==> config.mk <==
export PLATFORM = sky130hd
export DESIGN_NAME = gcd_isqrt
export DESIGN_NICKNAME = d
export VERILOG_FILES = /design/src/rtl/gcd_isqrt.sv
export SDC_FILE = /design/constraint.sdc
export NUM_CORES = 2
export LEC_CHECK = 0
export BUFFER_PORTS_ARGS = -buffer_cell sky130_fd_sc_hd__buf_2
export CORE_UTILIZATION = 55
export DETAILED_ROUTE_END_ITERATION = 8
export MAX_ROUTING_LAYER = met4
export PLACE_DENSITY = 0.74
export SYNTH_ARGS = -nofsm -noshare
export SYNTH_HDL_FRONTEND = slang
export SYNTH_SLANG_ARGS = --single-unit
==> constraint.sdc <==
create_clock -name clk -period 4.98 [get_ports clk]
set_input_delay 0.747 -clock clk [delete_from_list [all_inputs] [get_ports clk]]
set_output_delay 0.747 -clock clk [all_outputs]
set_load 0.02 [all_outputs]
==> src/rtl/gcd_isqrt.sv <==
// ----------------------------------------------------------------------------
// gcd_isqrt: pipelined integer square root
// Floor square root of a 62-bit radicand, one root bit per register stage.
// ----------------------------------------------------------------------------
module gcd_isqrt (
	input  logic        clk,
	input  logic        en,
	input  logic [61:0] radicand,
	output logic [30:0] root
);

	localparam int RAD_W  = 62;
	localparam int ROOT_W = RAD_W / 2;
	localparam int REM_W  = ROOT_W + 2;

	logic [REM_W-1:0]  rem_s  [1:ROOT_W];
	logic [ROOT_W-1:0] root_s [1:ROOT_W];
	logic [RAD_W-1:0]  v_s    [1:ROOT_W];

	for (genvar i = 0; i < ROOT_W; i++) begin : g_bit
		logic [REM_W-1:0]  rem_in;
		logic [ROOT_W-1:0] root_in;
		logic [RAD_W-1:0]  v_in;
		logic [REM_W+1:0]  cur;
		logic [REM_W+1:0]  trial;

		if (i == 0) begin : g_first
			assign rem_in  = '0;
			assign root_in = '0;
			assign v_in    = radicand;
		end else begin : g_next
			assign rem_in  = rem_s[i];
			assign root_in = root_s[i];
			assign v_in    = v_s[i];
		end

		// bring down two radicand bits, try the next root bit
		assign cur   = {rem_in, v_in[RAD_W-1-2*i -: 2]};
		assign trial = (REM_W+2)'({root_in, 2'b01});

		always_ff @(posedge clk) begin
			if (en) begin
				if (cur >= trial) begin
					rem_s[i+1]  <= REM_W'(cur - trial);
					root_s[i+1] <= {root_in[ROOT_W-2:0], 1'b1};
				end else begin
					rem_s[i+1]  <= REM_W'(cur);
					root_s[i+1] <= {root_in[ROOT_W-2:0], 1'b0};
				end
				v_s[i+1] <= v_in;
			end
		end
	end

	assign root = root_s[ROOT_W];

endmodule
==> flow_summary.json <==
{
  "switching_share_pct": 28.0,
  "peakVddDrop_v": 0.000382,
  "maxSlewHeadroom_pct": 22.3,
  "r2r_slack_ns": 0.82,
  "yosys.area.top_type": "edfxtp_1",
  "yosys_warnings": 0,
  "synth_top_family_by_area": "simple AND/OR/NAND/NOR gates",
  "die_h_um": 451,
  "drt_iter0_drc": 5331,
  "postRouteAntennaNets": 0,
  "dr.pass1.iters": 8,
  "cts-root-buf": "clkbuf_16",
  "wl_um": 231000,
  "slowest_stage": "a2111oi_1",
  "io_pins": 95,
  "start_util_pct": 55.5,
  "synth.area.top_cells": "edfxtp_1 64%, ha_1 6.0%, xor2_1 3.2%",
  "wl_per_cell_um": 19.6,
  "syn_to_final_growth_pct": 11.1,
  "tightest_slew_ns": 1.16,
  "setup_viol": 0,
  "p_leak_nw": 46.7,
  "yosys.cell_types.count": 93,
  "synth-xor-area-share_pct": 6.20,
  "synthesis.nets": 9238,
  "final_cell_mix": "2368 x edfxtp_1, 701 x nand2_1, 638 x inv_1",
  "grt_overflow_total": 0,
  "status": "finished with violations",
  "clk_path_buf_depth": 3,
  "num_rows": 164,
  "rsz0062_at_grt": "no",
  "cp.required_ns": 5.52,
  "async_flop_share_pct": 0,
  "fin_nets": 9502,
  "path_cells": "ha_1 > nand2_1 > or3_1 > or3_1 > a2111oi_1 > nor2_1 > o31ai_2 > a21boi_4 > buf_4 > nand2_1 > o21ai_0",
  "path_class": "reg -> reg",
  "p_comb_share_pct": 19.4,
  "grt_max_degree": 179,
  "cts.sinks": 2368,
  "crit_cells": 11,
  "cts_resized": 0,
  "ys_ff_latch": 2368,
  "layout_commonest_cell": "edfxtp_1",
  "violations": "design-rule violations",
  "critPathLaunch": "rem_s[0][897]$_DFFE_PP_",
  "fin_tns_setup_ns": 0,
  "fmax_mhz": 240,
  "ys_seq_area_share_pct": 64.1,
  "hold_path_class": "in -> reg",
  "h-tree-depth": 4,
  "cts_tree": "built",
  "cts_made_buffers": 235,
  "cp_top_family": "compound AO/OA/AOI/OAI gates",
  "critPathBufInv": 1,
  "muxShareOfSynthArea_pct": 0.981,
  "skew_ns": 0.0819,
  "clock_latency_ns": 0.90,
  "r2r_start": "rem_s[0][897]$_DFFE_PP_",
  "p_switching_w": 0.0155,
  "ys.flop_type": "edfxtp_1",
  "num-fill-cells": 15200,
  "vias_per_cell": 5.69,
  "seq_area_mm2": 0.0711,
  "gp_congestion": 0.952,
  "dr_total_vias": 66900,
  "place_hpwl_um": 167000,
  "synth_compound_gate_area_share_pct": 9.30,
  "yosysTopAreaCellShare_pct": 64.1,
  "r2r.worst_path.cells": 11,
  "path_clk_slew_ns": 0.06,
  "p_seq_share_pct": 48.4,
  "endpoint": "rem_s[0][945]$_DFFE_PP_",
  "die-area_mm2": 0.204,
  "postLayoutCoreUtil_pct": 61.6,
  "pwr-share-clk_pct": 32.2,
  "cp.arrival_ns": 4.70,
  "synthSimpleGateAreaFrac_pct": 10.6,
  "fp.dieW_um": 451,
  "synth_area_mm2": 0.111,
  "drv_cap": 0,
  "finalMaxSlewViolations": 0,
  "synth_edf_count": 2368,
  "grt_pass1_wl_um": 361000,
  "worst_r2r_endpoint": "rem_s[0][945]$_DFFE_PP_",
  "drc": 5,
  "coreArea_mm2": 0.200,
  "portBuffers": 94,
  "start_kind": "register",
  "grtUsageTotal_pct": 23.2,
  "end_kind": "register",
  "hold_violations": 0,
  "post-route-min-period_ns": 4.16,
  "fin_crit_sh_pct": 83.6,
  "cts_setup_buffers": 0,
  "grt_pass1_vias": 66100,
  "synthAdderAreaFrac_pct": 5.96,
  "pwr_density_cell_mw_per_mm2": 450,
  "synth_cells": 8645,
  "slowest_delay_ns": 0.59,
  "syn_avg_cell_area_um2": 12.8,
  "antenna_found_initial": 6,
  "multi_input_area_mm2": 0.0368,
  "p_int_w": 0.0400,
  "cp_max_fo": 44,
  "drive_above_1_share_pct": 7.49
}
flip-flops by register name, indices dropped and copies added (netlist names):
name	count
rem_s	942
root_s	496
v_s	930
per-layer routing:
metal / GRT usage, % / vias up / share of wire, %
met2: 39.1 / 1742 / 50
met5: - / - / 0
met3: 3.15 / 457 / 4.8
li1: - / 32500 / -
met4: 8.48 / 0 / 3.5
met1: 28.7 / 32200 / 42
cell usage after synthesis (all sizes together), types with 36 or more instances:
cell type	count
nand4	82
o31ai	44
nand2b	111
xnor2	383
clkbuf	182
or2	43
mux2	78
inv	640
o21a	98
o21ai	545
nand3	144
a31oi	45
a21oi	432
xor2	403
a211oi	36
nor2	465
nor3	214
or3	100
nand2	701
a21o	196
and3	49
or4	64
nor4	133
o21bai	37
nor2b	86
edfxtp	2368
ha	529
cell type report:
| class | instances | area share, % |
|---|---|---|
| Timing Repair Buffer | 229 | 1.43 |
| Clock inverter | 148 | 1.52 |
| Antenna cell | 3 | 0.00609 |
| Clock buffer | 280 | 4.91 |
| Tap cell | 2656 | 2.69 |
| Multi-Input combinational cell | 5434 | 29.8 |
| Sequential cell | 2368 | 57.7 |
| Inverter | 641 | 1.95 |
worst register-to-register path: cells and delay by family, from the launching register on:
kind / cells / cell delay (ns)
AO/OA/AOI/OAI: 4 / 1.62
AND/OR/NAND/NOR: 5 / 1.17
flip-flops: 1 / 0.38
adder cells (fa/ha/maj): 1 / 0.36
buffers and inverters: 1 / 0.32
power by group through the flow:
stage / Sequential [W] / Clock [W] / Combinational, W
2_1_floorplan: 0.0264 / 0 / 0.00817
3_3_place_gp: 0.0272 / 0 / 0.0106
3_5_place_dp: 0.0273 / 0 / 0.0107
4_1_cts: 0.0269 / 0.0183 / 0.0108
5_1_grt: 0.0271 / 0.0190 / 0.0120
6_report: 0.0269 / 0.0179 / 0.0108
timing repair:
action                                  in CTS  in global routing
hold buffers                                59                  0
endpoints found under the hold margin       59                  0
endpoints found under the setup margin       0                  0
kinds of logic (layout without fill, tap and decap cells):
group                      Yosys count  after routing
xor gates and xnor gates           786            786
and+or+nand+nor                   2354           2354
buffers and inverters              843           1298
DFF                               2368           2368
AOI/OAI and AO/OA                 1666           1666
other                                0              3
adders and majority gates          529            529
muxes                               99             99
through the flow:
stage / setup WS (ns) / cell area [um^2] / std cells / power (W) / hold WS, ns
after floorplan: 1.15 / 111000 / 8645 / 0.0345 / 0.400
after global placement: 0.776 / 115000 / 11300 / 0.0378 / 0.400
after detailed placement: 0.823 / 115000 / 11300 / 0.0379 / 0.405
after CTS: 0.809 / 123000 / 11800 / 0.0560 / 0.0108
after global routing: 0.407 / 123000 / 11800 / 0.0582 / 0.0351
final: 0.817 / 123000 / 11800 / 0.0555 / 0.0946
worst min path at each step:
stage / end / cells after the start / from / slack (ns)
6_report: v_s[0][71]$_DFFE_PP_ / 1 / radicand[9] / 0.09
5_1_grt: v_s[0][71]$_DFFE_PP_ / 1 / radicand[9] / 0.04
4_1_cts: v_s[0][71]$_DFFE_PP_ / 1 / radicand[9] / 0.01
3_5_place_dp: v_s[0][1015]$_DFFE_PP_ / 0 / v_s[0][953]$_DFFE_PP_ / 0.40
3_3_place_gp: v_s[0][381]$_DFFE_PP_ / 0 / v_s[0][319]$_DFFE_PP_ / 0.40
2_1_floorplan: v_s[0][1000]$_DFFE_PP_ / 0 / v_s[0][938]$_DFFE_PP_ / 0.40
No activity file was read; power rests on OpenSTA's default activity.
